File: src/dae_pkg.sv
// Shared types and constants of the DNS answer IPv4 extractor.
package dae_pkg;

    // Fixed sizes in the DNS message layout.
    localparam int HDR_BYTES   = 12;
    localparam int FIXED_BYTES = 10;
    localparam int QTAIL_SKIP  = 5;
    localparam int ADDR_BYTES  = 4;
    localparam logic [7:0] PTR_MASK = 8'hC0;

    // Resource record codes that carry an IPv4 address.
    localparam logic [15:0] RR_TYPE_A   = 16'd1;
    localparam logic [15:0] RR_A_LENGTH = 16'd4;

    // Header bytes that hold the answer count, and the last header byte.
    localparam logic [11:0] IDX_ANCOUNT_HI = 12'd6;
    localparam logic [11:0] IDX_ANCOUNT_LO = 12'd7;
    localparam logic [11:0] IDX_HDR_LAST   = 12'd11;
    localparam logic [11:0] IDX_MAX        = 12'hFFF;

    // Event queue between parser and output stage.
    localparam int QDEPTH = 4;
    localparam int QPTR_W = $clog2(QDEPTH);
    localparam int QCNT_W = $clog2(QDEPTH + 1);

    // Kind codes carried on the output tuser.
    localparam logic KIND_ADDR    = 1'b0;
    localparam logic KIND_SUMMARY = 1'b1;

    // Parser phases.
    typedef enum logic [2:0] {
        PH_HEADER,
        PH_QNAME,
        PH_ANS_START,
        PH_ANAME,
        PH_FIXED,
        PH_ADDR,
        PH_DONE
    } t_phase;

    // Results caused by one input beat: an address, a summary, or both.
    typedef struct packed {
        logic        has_addr;
        logic        has_sum;
        logic [31:0] addr;
        logic [7:0]  count;
    } t_evt;

endpackage

File: src/dae_front.sv
// Byte parser: walks the DNS response and raises address and summary events.
module dae_front #(
    parameter int MAX_PACKET_BYTES = 2048
) (
    input  logic          i_clk,
    input  logic          i_rst_n,
    input  logic          i_valid,
    input  logic          i_ready,
    input  logic [7:0]    i_data,
    input  logic [11:0]   i_len,
    input  logic          i_last,
    output logic          o_push,
    output dae_pkg::t_evt o_evt
);

    dae_pkg::t_phase r_phase, n_phase;
    logic [11:0] r_byte_index, n_byte_index;
    logic [15:0] r_skip, n_skip;
    logic [15:0] r_answers, n_answers;
    logic [15:0] r_rtype, n_rtype;
    logic [15:0] r_rlen, n_rlen;
    logic [3:0]  r_fo, n_fo;
    logic [31:0] r_shift, n_shift;
    logic [7:0]  r_found, n_found;

    logic        w_acc;
    logic [11:0] w_len;
    logic [12:0] w_i13;
    logic [12:0] w_len13;
    logic        w_parse;
    logic        w_skipping;
    logic        w_is_ptr;
    logic        w_ans_stop;
    logic        w_fix_stop;
    logic        w_fix_end;
    logic [15:0] w_rtype_nx;
    logic [15:0] w_rlen_nx;
    logic        w_is_a;
    logic        w_addr_end;
    logic        w_emit_addr;

    // Beat handshake and the length clamped to the largest packet.
    assign w_acc   = i_valid && i_ready;
    assign w_len   = (17'(i_len) > 17'(MAX_PACKET_BYTES)) ? 12'(MAX_PACKET_BYTES) : i_len;
    assign w_i13   = {1'b0, r_byte_index};
    assign w_len13 = {1'b0, w_len};
    assign w_parse = (w_len >= 12'(dae_pkg::HDR_BYTES)) && (r_byte_index < w_len);

    // Conditions shared by the phase logic and the datapath.
    assign w_skipping = (r_skip != 16'd0);
    assign w_is_ptr   = ((i_data & dae_pkg::PTR_MASK) == dae_pkg::PTR_MASK);
    assign w_ans_stop = (r_answers == 16'd0) ||
                        (w_i13 + 13'(dae_pkg::HDR_BYTES) > w_len13);
    assign w_fix_stop = (r_fo == 4'd0) && (w_i13 + 13'(dae_pkg::FIXED_BYTES) > w_len13);
    assign w_fix_end  = (r_fo >= 4'(dae_pkg::FIXED_BYTES - 1));
    assign w_rtype_nx = (r_fo == 4'd0) ? {i_data, 8'h00} :
                        (r_fo == 4'd1) ? {r_rtype[15:8], i_data} : r_rtype;
    assign w_rlen_nx  = (r_fo == 4'd8) ? {i_data, 8'h00} :
                        (r_fo == 4'd9) ? {r_rlen[15:8], i_data} : r_rlen;
    assign w_is_a     = (w_rtype_nx == dae_pkg::RR_TYPE_A) &&
                        (w_rlen_nx == dae_pkg::RR_A_LENGTH) &&
                        (w_i13 + 13'(1 + dae_pkg::ADDR_BYTES) <= w_len13);
    assign w_addr_end = (r_fo >= 4'(dae_pkg::ADDR_BYTES - 1));

    // Next parser phase.
    always_comb begin
        n_phase = r_phase;
        if (w_acc && i_last) begin
            n_phase = dae_pkg::PH_HEADER;
        end else if (w_acc && w_parse) begin
            unique case (r_phase)
                dae_pkg::PH_HEADER: begin
                    if (r_byte_index == dae_pkg::IDX_HDR_LAST) n_phase = dae_pkg::PH_QNAME;
                end
                dae_pkg::PH_QNAME: begin
                    if (!w_skipping && i_data == 8'd0) n_phase = dae_pkg::PH_ANS_START;
                end
                dae_pkg::PH_ANS_START: begin
                    if (!w_skipping) begin
                        if (w_ans_stop) n_phase = dae_pkg::PH_DONE;
                        else if (w_is_ptr || i_data == 8'd0) n_phase = dae_pkg::PH_FIXED;
                        else n_phase = dae_pkg::PH_ANAME;
                    end
                end
                dae_pkg::PH_ANAME: begin
                    if (!w_skipping && i_data == 8'd0) n_phase = dae_pkg::PH_FIXED;
                end
                dae_pkg::PH_FIXED: begin
                    if (!w_skipping) begin
                        if (w_fix_stop) n_phase = dae_pkg::PH_DONE;
                        else if (w_fix_end) begin
                            n_phase = w_is_a ? dae_pkg::PH_ADDR : dae_pkg::PH_ANS_START;
                        end
                    end
                end
                dae_pkg::PH_ADDR: begin
                    if (!w_skipping && w_addr_end) n_phase = dae_pkg::PH_ANS_START;
                end
                dae_pkg::PH_DONE: n_phase = dae_pkg::PH_DONE;
                default:          n_phase = dae_pkg::PH_DONE;
            endcase
        end
    end

    // Datapath updates and event outputs.
    always_comb begin
        n_byte_index = r_byte_index;
        n_skip       = r_skip;
        n_answers    = r_answers;
        n_rtype      = r_rtype;
        n_rlen       = r_rlen;
        n_fo         = r_fo;
        n_shift      = r_shift;
        n_found      = r_found;
        w_emit_addr  = 1'b0;
        if (w_acc && w_parse) begin
            case (r_phase)
                dae_pkg::PH_HEADER: begin
                    if (r_byte_index == dae_pkg::IDX_ANCOUNT_HI) n_answers = {i_data, 8'h00};
                    if (r_byte_index == dae_pkg::IDX_ANCOUNT_LO) begin
                        n_answers = {r_answers[15:8], i_data};
                    end
                    if (r_byte_index == dae_pkg::IDX_HDR_LAST) n_skip = 16'd0;
                end
                dae_pkg::PH_DONE: ;
                default: begin
                    if (w_skipping) begin
                        n_skip = r_skip - 16'd1;
                    end else begin
                        case (r_phase)
                            dae_pkg::PH_QNAME: begin
                                n_skip = (i_data != 8'd0) ? {8'h00, i_data} :
                                         16'(dae_pkg::QTAIL_SKIP - 1);
                            end
                            dae_pkg::PH_ANS_START: begin
                                if (!w_ans_stop) begin
                                    n_answers = r_answers - 16'd1;
                                    if (w_is_ptr) begin
                                        n_skip = 16'd1;
                                        n_fo   = 4'd0;
                                    end else if (i_data != 8'd0) begin
                                        n_skip = {8'h00, i_data};
                                    end else begin
                                        n_skip = 16'd0;
                                        n_fo   = 4'd0;
                                    end
                                end
                            end
                            dae_pkg::PH_ANAME: begin
                                if (i_data != 8'd0) begin
                                    n_skip = {8'h00, i_data};
                                end else begin
                                    n_skip = 16'd0;
                                    n_fo   = 4'd0;
                                end
                            end
                            dae_pkg::PH_FIXED: begin
                                if (!w_fix_stop) begin
                                    n_rtype = w_rtype_nx;
                                    n_rlen  = w_rlen_nx;
                                    if (w_fix_end) begin
                                        n_fo = 4'd0;
                                        if (w_is_a) n_shift = 32'd0;
                                        else        n_skip  = w_rlen_nx;
                                    end else begin
                                        n_fo = r_fo + 4'd1;
                                    end
                                end
                            end
                            dae_pkg::PH_ADDR: begin
                                n_shift = {r_shift[23:0], i_data};
                                if (w_addr_end) begin
                                    if (r_found != 8'hFF) n_found = r_found + 8'd1;
                                    w_emit_addr = 1'b1;
                                    n_fo        = 4'd0;
                                    n_skip      = 16'd0;
                                end else begin
                                    n_fo = r_fo + 4'd1;
                                end
                            end
                            default: ;
                        endcase
                    end
                end
            endcase
        end

        // Both results of one beat carry the count after this beat.
        o_evt.has_addr = w_emit_addr;
        o_evt.has_sum  = w_acc && i_last;
        o_evt.addr     = n_shift;
        o_evt.count    = n_found;
        o_push         = w_emit_addr || (w_acc && i_last);

        // The last byte returns all per-packet state to its reset value.
        if (w_acc && i_last) begin
            n_byte_index = 12'd0;
            n_skip       = 16'd0;
            n_answers    = 16'd0;
            n_rtype      = 16'd0;
            n_rlen       = 16'd0;
            n_fo         = 4'd0;
            n_shift      = 32'd0;
            n_found      = 8'd0;
        end else if (w_acc) begin
            n_byte_index = (r_byte_index != dae_pkg::IDX_MAX) ? r_byte_index + 12'd1 :
                           dae_pkg::IDX_MAX;
        end
    end

    // State registers.
    always_ff @(posedge i_clk) begin
        if (!i_rst_n) begin
            r_phase      <= dae_pkg::PH_HEADER;
            r_byte_index <= 12'd0;
            r_skip       <= 16'd0;
            r_answers    <= 16'd0;
            r_rtype      <= 16'd0;
            r_rlen       <= 16'd0;
            r_fo         <= 4'd0;
            r_shift      <= 32'd0;
            r_found      <= 8'd0;
        end else begin
            r_phase      <= n_phase;
            r_byte_index <= n_byte_index;
            r_skip       <= n_skip;
            r_answers    <= n_answers;
            r_rtype      <= n_rtype;
            r_rlen       <= n_rlen;
            r_fo         <= n_fo;
            r_shift      <= n_shift;
            r_found      <= n_found;
        end
    end

    // A last byte leaves the parser at the start of a fresh packet.
    a_last_clears: assert property (@(posedge i_clk) disable iff (!i_rst_n)
        (w_acc && i_last) |=> (r_byte_index == 12'd0 && r_found == 8'd0 &&
                               r_phase == dae_pkg::PH_HEADER))
        else $error("parser state not cleared after last byte");

    // Once parsing has stopped, only the last byte leaves the stopped phase.
    a_done_holds: assert property (@(posedge i_clk) disable iff (!i_rst_n)
        (r_phase == dae_pkg::PH_DONE && !(w_acc && i_last)) |=> r_phase == dae_pkg::PH_DONE)
        else $error("parser left stopped phase before end of packet");

endmodule

File: src/dae_queue.sv
// Short event queue that decouples the parser from the output stage.
module dae_queue (
    input  logic          i_clk,
    input  logic          i_rst_n,
    input  logic          i_push,
    input  dae_pkg::t_evt i_evt,
    output logic          o_ready,
    input  logic          i_pop,
    output logic          o_valid,
    output dae_pkg::t_evt o_evt
);

    dae_pkg::t_evt r_mem [dae_pkg::QDEPTH];
    logic [dae_pkg::QPTR_W-1:0] r_wr, r_rd;
    logic [dae_pkg::QCNT_W-1:0] r_count;
    logic w_pop;

    assign o_ready = (r_count != dae_pkg::QCNT_W'(dae_pkg::QDEPTH));
    assign o_valid = (r_count != '0);
    assign o_evt   = r_mem[r_rd];
    assign w_pop   = i_pop && o_valid;

    // Entry storage.
    always_ff @(posedge i_clk) begin
        if (i_push) r_mem[r_wr] <= i_evt;
    end

    // Pointers and fill count.
    always_ff @(posedge i_clk) begin
        if (!i_rst_n) begin
            r_wr    <= '0;
            r_rd    <= '0;
            r_count <= '0;
        end else begin
            if (i_push) r_wr <= r_wr + 1'b1;
            if (w_pop)  r_rd <= r_rd + 1'b1;
            case ({i_push, w_pop})
                2'b10:   r_count <= r_count + 1'b1;
                2'b01:   r_count <= r_count - 1'b1;
                default: r_count <= r_count;
            endcase
        end
    end

    a_count_bound: assert property (@(posedge i_clk) disable iff (!i_rst_n)
        r_count <= dae_pkg::QCNT_W'(dae_pkg::QDEPTH))
        else $error("queue fill count beyond depth");

    a_no_overflow: assert property (@(posedge i_clk) disable iff (!i_rst_n)
        i_push |-> (r_count != dae_pkg::QCNT_W'(dae_pkg::QDEPTH) || w_pop))
        else $error("event pushed into a full queue");

endmodule

File: src/dae_back.sv
// Output stage: turns queued events into address and summary beats.
module dae_back (
    input  logic          i_clk,
    input  logic          i_rst_n,
    input  logic          i_valid,
    input  dae_pkg::t_evt i_evt,
    output logic          o_pop,
    output logic          o_valid,
    input  logic          i_ready,
    output logic [31:0]   o_addr,
    output logic [7:0]    o_count,
    output logic          o_kind,
    output logic          o_last
);

    logic        r_pend_addr, n_pend_addr;
    logic        r_pend_sum, n_pend_sum;
    logic [31:0] r_addr, n_addr;
    logic [7:0]  r_count, n_count;
    logic        w_fire;
    logic        w_final;

    // The address beat goes out before the summary of the same byte.
    assign o_valid = r_pend_addr || r_pend_sum;
    assign o_kind  = r_pend_addr ? dae_pkg::KIND_ADDR : dae_pkg::KIND_SUMMARY;
    assign o_addr  = r_pend_addr ? r_addr : 32'd0;
    assign o_count = r_count;
    assign o_last  = !r_pend_addr;

    assign w_fire  = o_valid && i_ready;
    assign w_final = w_fire && !(r_pend_addr && r_pend_sum);
    assign o_pop   = i_valid && (!o_valid || w_final);

    // Retire the sent beat, then load the next event when free.
    always_comb begin
        n_pend_addr = r_pend_addr;
        n_pend_sum  = r_pend_sum;
        n_addr      = r_addr;
        n_count     = r_count;
        if (w_fire) begin
            if (r_pend_addr) n_pend_addr = 1'b0;
            else             n_pend_sum  = 1'b0;
        end
        if (o_pop) begin
            n_pend_addr = i_evt.has_addr;
            n_pend_sum  = i_evt.has_sum;
            n_addr      = i_evt.addr;
            n_count     = i_evt.count;
        end
    end

    always_ff @(posedge i_clk) begin
        if (!i_rst_n) begin
            r_pend_addr <= 1'b0;
            r_pend_sum  <= 1'b0;
        end else begin
            r_pend_addr <= n_pend_addr;
            r_pend_sum  <= n_pend_sum;
        end
        r_addr  <= n_addr;
        r_count <= n_count;
    end

    // Every queued event carries at least one result.
    a_evt_nonempty: assert property (@(posedge i_clk) disable iff (!i_rst_n)
        o_pop |-> (i_evt.has_addr || i_evt.has_sum))
        else $error("empty event taken from queue");

endmodule

File: src/dns_answer_ipv4_extractor.sv
// Top level of the DNS answer IPv4 extractor.
//
//   Channel   Dir  tdata (low bit up)                      tuser        tlast
//   s_axis    in   data_byte[7:0], packet_length[19:8]      -            last_byte
//   m_axis    out  ipv4_address[31:0], address_count[39:32] result_kind  last_of_packet
//
// One packet byte is taken per clock while the event queue has room; the parser updates
// its counters in the cycle a beat is accepted, so input then runs at one beat per cycle.
// A byte yields at most two output beats; the output stage sends one beat per cycle
// while m_axis_tready is high, from a four-entry event queue, so a byte with both results
// takes two beats. Results are registered in the event queue and then in the output stage.
// s_axis_tready drops only while the event queue is full. Reset is synchronous,
// active low, and returns the parser to the start of a packet.
module dns_answer_ipv4_extractor #(
    parameter int MAX_PACKET_BYTES = 2048
) (
    input  logic        i_clk,
    input  logic        i_rst_n,
    input  logic        s_axis_tvalid,
    output logic        s_axis_tready,
    input  logic [23:0] s_axis_tdata,   // data_byte, packet_length
    input  logic        s_axis_tlast,
    output logic        m_axis_tvalid,
    input  logic        m_axis_tready,
    output logic [39:0] m_axis_tdata,   // ipv4_address, address_count
    output logic        m_axis_tuser,   // result_kind
    output logic        m_axis_tlast
);

    logic          w_push;
    dae_pkg::t_evt w_push_evt;
    logic          w_q_valid;
    dae_pkg::t_evt w_q_evt;
    logic          w_pop;
    logic [31:0]   w_addr;
    logic [7:0]    w_count;

    dae_front #(
        .MAX_PACKET_BYTES(MAX_PACKET_BYTES)
    ) u_front (
        .i_clk   (i_clk),
        .i_rst_n (i_rst_n),
        .i_valid (s_axis_tvalid),
        .i_ready (s_axis_tready),
        .i_data  (s_axis_tdata[7:0]),
        .i_len   (s_axis_tdata[19:8]),
        .i_last  (s_axis_tlast),
        .o_push  (w_push),
        .o_evt   (w_push_evt)
    );

    dae_queue u_queue (
        .i_clk   (i_clk),
        .i_rst_n (i_rst_n),
        .i_push  (w_push),
        .i_evt   (w_push_evt),
        .o_ready (s_axis_tready),
        .i_pop   (w_pop),
        .o_valid (w_q_valid),
        .o_evt   (w_q_evt)
    );

    dae_back u_back (
        .i_clk   (i_clk),
        .i_rst_n (i_rst_n),
        .i_valid (w_q_valid),
        .i_evt   (w_q_evt),
        .o_pop   (w_pop),
        .o_valid (m_axis_tvalid),
        .i_ready (m_axis_tready),
        .o_addr  (w_addr),
        .o_count (w_count),
        .o_kind  (m_axis_tuser),
        .o_last  (m_axis_tlast)
    );

    assign m_axis_tdata = {w_count, w_addr};

endmodule

File: config.mk
export PLATFORM = sky130hd
export DESIGN_NAME = dns_answer_ipv4_extractor
export DESIGN_NICKNAME = d
export VERILOG_FILES = /design/src/dae_pkg.sv /design/src/dae_front.sv /design/src/dae_queue.sv /design/src/dae_back.sv /design/src/dns_answer_ipv4_extractor.sv
export SDC_FILE = /design/constraint.sdc
export NUM_CORES = 1
export LEC_CHECK = 0
export BUFFER_PORTS_ARGS = -buffer_cell sky130_fd_sc_hd__buf_2
export CAP_MARGIN = 20
export CORE_UTILIZATION = 42
export DETAILED_ROUTE_END_ITERATION = 7
export GPL_TIMING_DRIVEN = 0
export PLACE_DENSITY = 0.55
export SYNTH_ARGS = -nofsm -noshare
export SYNTH_HDL_FRONTEND = slang
export SYNTH_SLANG_ARGS = --single-unit
File: constraint.sdc
create_clock -name i_clk -period 10 [get_ports i_clk]
set_clock_uncertainty 0.1 [all_clocks]
set_input_delay 2 -clock i_clk [delete_from_list [all_inputs] [get_ports i_clk]]
set_output_delay 2 -clock i_clk [all_outputs]
set_load 0.02 [all_outputs]
After elaboration in Yosys (flattened, before gate mapping)
Memory sizes are Yosys's and may differ from the RTL's. A register that Yosys moved wholly into a read port is not among the register bits.
Cells that the tools add are included.
Widths: inputs -> output; s select.

storage, ports and cells
  flip-flop bits (word level) = 172
  bits in writable memories = 168
  bits of input ports = 29
  word-level logic and storage cells = 200
  memories kept = 1

memories
  name           words  bits a word  read ports  clocked after Yosys merged registers in  write ports  RTL line         text
  u_queue.r_mem  4      42           1           1                                        1            dae_queue.sv:13  dae_pkg::t_evt r_mem [dae_pkg::QDEPTH];

operators by class
  $add $sub $neg = 12
  $lt $le $gt $ge = 8
  equality and inequality tests = 40
  muxes and demuxes = 73
  bitwise logic cells = 5
  reduce and logical (&&, ||, !) cells = 44

operator list
  cell                   count
  $mux 16                15
  $mux 32                7
  $mux 8                 10
  $pmux 16 s5            1
  $pmux 16 s2            2
  $pmux 32 s2            1
  $mux 3                 11
  $sub 16x1->16 const B  2
  $add 12x4->13 const B  2
  $gt 13x12->1           2
  $eq 12x3->1 const B    2
  $mux 12                2
  $mux 4                 6
  $pmux 3 s6             1
  $eq 16x1->1 const B    1
  $eq 16x3->1 const B    1
  $logic_not 16->1       1
  $ne 2x2->1 const B     8
  $pmux 4 s4             1
  $reduce_bool 16->1     1
  $logic_and 1x1->1      14
  $add 12x3->13 const B  1
  $le 13x12->1           1
  $mux 1                 13
  47 further kinds       76

Logic depth before layout (Yosys ltp)
  depth after elaboration = 13
  depth in mapped cells = 18
  depth with buffers taken out = 16

Cells and area by module
A second synthesis with hierarchy kept.

second synthesis, totals
  cell total of the unflattened synthesis = 1436
  area, all modules = 16653.5 µm²

modules (own cells, without submodules)
  module     times used  cells an instance  area an instance (µm²)
  dae_front  1           1079               8540.7
  dae_queue  1           267                6577.6
  dae_back   1           90                 1535.2

Worst setup path after synthesis
No wires, ideal clock.

  path kind = input port to flip-flop
  from = in m_axis_tready
  to = reg u_queue.r_count[2] (netlist name)
  library setup time = 0.076 ns
  arrival time = 5.596 ns
  data required time = 9.824 ns
  slack = 4.229 ns
  cell stages on the path = 10
  path through = nand2_1 -> nand2_1 -> o31ai_1 -> nor2b_1 -> ha_1 -> inv_1 -> fa_1 -> xor2_1 -> or3_1 -> a21boi_0

on the way
  cells in the longest elaborated chain, start to end = 7

RTL lines
  item                                                    RTL line                         text
  start, declared                                         dns_answer_ipv4_extractor.sv:24  input logic m_axis_tready,
  $logic_and 1x1->1 (*)                                   dae_back.sv:30                   assign w_fire = o_valid && i_ready;
  $logic_and 1x1->1 (*)                                   dae_back.sv:31                   assign w_final = w_fire && !(r_pend_addr && r_pend_sum);
  $logic_or 1x1->1 (*)                                    dae_back.sv:32                   assign o_pop = i_valid && (!o_valid || w_final);
  $logic_and 1x1->1 (*)                                   dae_back.sv:32
  via u_back.o_pop                                        dae_back.sv:7                    output logic o_pop,
  $logic_and 1x1->1 (*)                                   dae_queue.sv:21                  assign w_pop = i_pop && o_valid;
  $eq 2x1->1 / $eq 2x2->1 (equally long branches)         dae_queue.sv:37                  case ({i_push, w_pop})
  $pmux 3 s2 / $reduce_bool 2->1 (equally long branches)  -
  end signal, assigned                                    dae_queue.sv:38                  2'b10: r_count <= r_count + 1'b1;
  end signal, assigned                                    dae_queue.sv:39                  2'b01: r_count <= r_count - 1'b1;
  end signal, assigned                                    dae_queue.sv:40                  default: r_count <= r_count;
  end, declared                                           dae_queue.sv:15                  logic [dae_pkg::QCNT_W-1:0] r_count;

The timed path passes the listed nets; every way through them passes the cells marked *.
A chain may end at the register's enable or synchronous reset.

Final worst setup path
  from = in s_axis_tdata[19]
  to = reg u_queue.r_count[2] (netlist name)

on the way
  cells in the longest elaborated chain, start to end = 9

RTL lines
  item                                                    RTL line                         text
  start, declared                                         dns_answer_ipv4_extractor.sv:21  input logic [23:0] s_axis_tdata,
  $gt 12x12->1                                            dae_front.sv:44                  assign w_len = (17'(i_len) > 17'(MAX_PACKET_BYTES)) ? 12'(MAX_PACKET_BYTES) : i_len;
  $mux 12 (*)                                             dae_front.sv:44
  $ge 12x4->1 / $lt 12x12->1 (equally long branches)      dae_front.sv:47                  assign w_parse = (w_len >= 12'(dae_pkg::HDR_BYTES)) && (r_byte_index < w_len);
  $logic_and 1x1->1 (*)                                   dae_front.sv:47
  $logic_and 1x1->1 (*)                                   dae_front.sv:116                 if (w_acc && w_parse) begin
  $mux 1 (*)                                              dae_front.sv:116
  $logic_or 1x1->1 (*)                                    dae_front.sv:193                 o_push = w_emit_addr || (w_acc && i_last);
  $eq 2x1->1 / $eq 2x2->1 (equally long branches)         dae_queue.sv:37
  $pmux 3 s2 / $reduce_bool 2->1 (equally long branches)  -

Mark *: on every way between the ends. The rest lies on a longest branch, timed or not.

==> metrics.yaml <==
final_layout:
  layout-drive-gt1-share: 0.150
  fill_cells: 3529
  area_growth_pct: 14.2
  n_antenna_cell: 0
  fin_nets: 1646
timing:
  rsz0062_at_grt: "no"
  final_max_slew_viol_count: 0
  finalCritPeriodShare: 0.613
  hold_viol_final: 0
  worst_slack_ns: 3.87
  fin_crit_ns: 6.13
  worst_slew_pin_slew_ns: 0.999
  finalSetupViolCount: 0
  max_slew_margin: 0.329
  max_freq_ghz: 0.163
  fin_setup_tns_ns: 0
pwr:
  combinationalPowerShare: 0.159
  internal_power_mw: 2.72
  leakage_nw: 6.73
  irDropWorstVdd_mv: 0.114
  p_sw_mw: 0.958
  seqPwrFrac: 0.459
  power.density_mw_per_mm2: 194
  p_sw_frac: 0.260
  clkPwrFrac: 0.382
grt:
  overflow: 0
  antenna_found_initial: 0
  track_usage: 0.214
  grt_max_degree: 29
  grt_first_pass_wirelength_um: 67300
  grt_pass1_vias: 11883
route:
  remaining_drc_errors: 0
  drtIter0Drc: 782
  num_vias: 11921
  avgViaCountPerCell: 5.68
  drtAntennaViolNets: 0
  totalWireLength_um: 42800
  drt-pass1-iter-count: 7
  wl_per_cell_um: 20.4
worst_setup_path:
  critPathArrivalTime_ns: 6.51
  startpoint_type: "primary input"
  crit_required_ns: 10.38
  critPathKind: "in -> reg"
  worstSetupEndpointType: "flip-flop"
  crit_fanout: 10
logic_synthesis:
  syn_area_per_cell_sq_um: 11.5
  netlist_instances: 1439
  synth_nets: 1534
  yosysUniqueCellTypes: 87
  synthArstFlopShare: 0
  yosys_warnings: 0
  synth_ff_type: "edfxtp_1"
  synth-seq-cells: 342
  synth_seq_area_share: 0.539
  synth_edf_count: 208
  syn_area_sq_mm: 0.0166
placement:
  dp_hpwl_um: 30600
  gp_congestion: 0.893
  pre_cts_slack_ns: 3.31
  portBuffers: 67
outcome:
  status: "finished, final reports clean"
clock_network:
  post_cts_buffers: 0
  cts.sinks: 342
  clk_pin_slew_worst_paths_ns: 0.06
  cts_resized: 0
  clockBufferDepth: 3
  numCtsBuffers: 38
  clk_latency_ns: 0.55
  cts_root_buf: "clkbuf_16"
  htree_levels: 2
  cts_tree: "built"
  cts_hold_buf: 0
min_path:
  hold_class: "reg -> reg"
die:
  start_util: 0.428
  die_h_um: 201
  fp-row-count: 72
  die_area_sq_mm: 0.0402
  io_pins: 73
  die_width_um: 201
  core_sq_mm: 0.0387
flow_run:
  cap_viol_max_count: 0
==> worst max-delay path, stage by stage <==
cell and delay (ns):
buf_2 0.13, inv_1 0.07, clkbuf_1 0.42, nand2_1 0.21, ha_1 0.38, o21ba_2 0.23
o21ai_0 0.23, a31oi_1 0.17, a21oi_1 0.64, nor4_2 0.22, or2_2 0.33, buf_2 0.16
inv_1 0.08, ha_1 0.18, inv_1 0.06, fa_1 0.37, xor2_1 0.16, or3_1 0.29
a21boi_0 0.17
==> layer usage <==
metal,GRT usage,wire length (um)
met1,0.283,19000
met2,0.365,20800
met3,0.0265,1940
met4,0.0692,1040
met5,0,0
==> metrics by stage <==
step / instance area, sq um / instances / hold WS (ns) / power (mW) / utilization
floorplan: 16600 / 1439 / 0.328 / 2.11 / -
global placement: 17500 / 2024 / 0.338 / 2.31 / 0.453
detailed placement: 17700 / 2029 / 0.345 / 2.32 / 0.456
CTS: 18900 / 2099 / 0.354 / 3.73 / 0.488
global route: 18900 / 2099 / 0.370 / 3.84 / 0.488
finish: 18900 / 2099 / 0.351 / 3.68 / 0.488
==> cells in the final DEF, fill, tap and decap left out, types with 12 or more instances in the layout <==
| cell | n |
|---|---|
| a22o_1 | 66 |
| a211oi_1 | 15 |
| nand2_1 | 112 |
| xnor2_1 | 22 |
| nand4_1 | 14 |
| nor3_1 | 28 |
| nor4_1 | 12 |
| a31oi_1 | 25 |
| o21ai_0 | 79 |
| dfxtp_1 | 134 |
| and2_1 | 55 |
| nand3_1 | 33 |
| clkbuf_1 | 74 |
| ha_1 | 65 |
| clkbuf_16 | 39 |
| a21oi_1 | 93 |
| nor2_1 | 95 |
| buf_2 | 75 |
| xor2_1 | 21 |
| inv_1 | 32 |
| mux4_2 | 42 |
| edfxtp_1 | 208 |
==> area by class of cell <==
class | instances | area [sq um] | area share
inverter | 32 | 120 | 0.00635
sequential | 342 | 8930 | 0.472
buffer | 94 | 412 | 0.0218
clock buffer | 45 | 1020 | 0.0538
timing repair buffer | 72 | 435 | 0.0230
tap | 518 | 648 | 0.0343
multi-input combinational | 971 | 7110 | 0.376
clock inverter | 25 | 240 | 0.0127
==> worst paths after layout <==
kind	from	endpoint	slack, ns	depth (start not counted)
setup / recovery	s_axis_tdata[19]	u_queue.r_count[2]$_SDFFE_PN0P_	3.87	19
hold / removal	u_front.r_rlen[0]$_SDFFE_PP0P_	u_front.r_rlen[0]$_SDFFE_PP0P_	0.35	2
setup reg to reg	u_front.r_byte_index[2]$_SDFFE_PP0P_	u_queue.r_mem[0][14]$_DFFE_PP_	4.62	16
hold reg to reg	u_front.r_rlen[0]$_SDFFE_PP0P_	u_front.r_rlen[0]$_SDFFE_PP0P_	0.35	2
==> synthesized netlist by cell type (7+ instances only) <==
| cell type | count | share of area |
|---|---|---|
| a21o_1 | 7 | 0.0032 |
| nand2_1 | 112 | 0.025 |
| a211oi_1 | 15 | 0.0068 |
| o22ai_1 | 7 | 0.0026 |
| mux4_2 | 42 | 0.057 |
| and3_1 | 9 | 0.0034 |
| buf_2 | 8 | 0.0024 |
| xnor2_1 | 22 | 0.012 |
| buf_1 | 8 | 0.0018 |
| dfxtp_1 | 134 | 0.16 |
| nand3_1 | 33 | 0.010 |
| o211ai_1 | 9 | 0.0041 |
| a22o_1 | 66 | 0.035 |
| nor3b_1 | 9 | 0.0041 |
| xor2_1 | 21 | 0.011 |
| nor3_1 | 28 | 0.0085 |
| nor4_1 | 12 | 0.0045 |
| edfxtp_1 | 208 | 0.38 |
| or2_2 | 8 | 0.0030 |
| ha_1 | 65 | 0.049 |
| or3_1 | 8 | 0.0030 |
| mux2i_1 | 9 | 0.0054 |
| o21ai_0 | 79 | 0.024 |
| nor2_1 | 95 | 0.022 |
| a21oi_1 | 93 | 0.028 |
| nand2b_1 | 9 | 0.0034 |
| clkbuf_1 | 70 | 0.016 |
| nor2b_1 | 11 | 0.0042 |
| inv_1 | 32 | 0.0073 |
| o31ai_1 | 7 | 0.0032 |
| and2_1 | 59 | 0.022 |
| a31oi_1 | 25 | 0.0094 |
| nand4_1 | 14 | 0.0053 |
==> cells by family after synthesis <==
logic type,Yosys count,synth area share
xor gates and xnor gates,43,0.0227
buffers and inverters,126,0.0321
DFF,342,0.539
and+or+nand+nor,436,0.136
AOI/OAI and AO/OA,370,0.154
adders and majority gates,66,0.0503
muxes,56,0.0660
==> registers in the layout (all words and copies together), names as in the netlist, named ones only <==
name                  flops
u_front.r_rtype          16
u_queue.r_rd              2
u_back.r_pend_addr        1
u_front.r_skip           16
u_front.r_fo              4
u_back.r_addr            32
u_front.r_byte_index     12
u_back.r_pend_sum         1
u_front.r_answers        16
u_queue.r_mem           168
u_queue.r_count           3
u_front.r_shift          32
u_back.o_count            8
u_queue.r_wr              2
u_front.r_found           8
u_front.r_rlen           16
u_front.r_phase           3
==> power groups by stage <==
stage                     registers, mW  clock network, mW  logic (mW)
after floorplan                    1.74                  0       0.378
after global placement             1.73                  0       0.574
after detailed placement           1.72                  0       0.600
after CTS                          1.69               1.44       0.602
after global routing               1.70               1.50       0.643
final                              1.69               1.40       0.584
No activity file was read; power rests on OpenSTA's default activity.
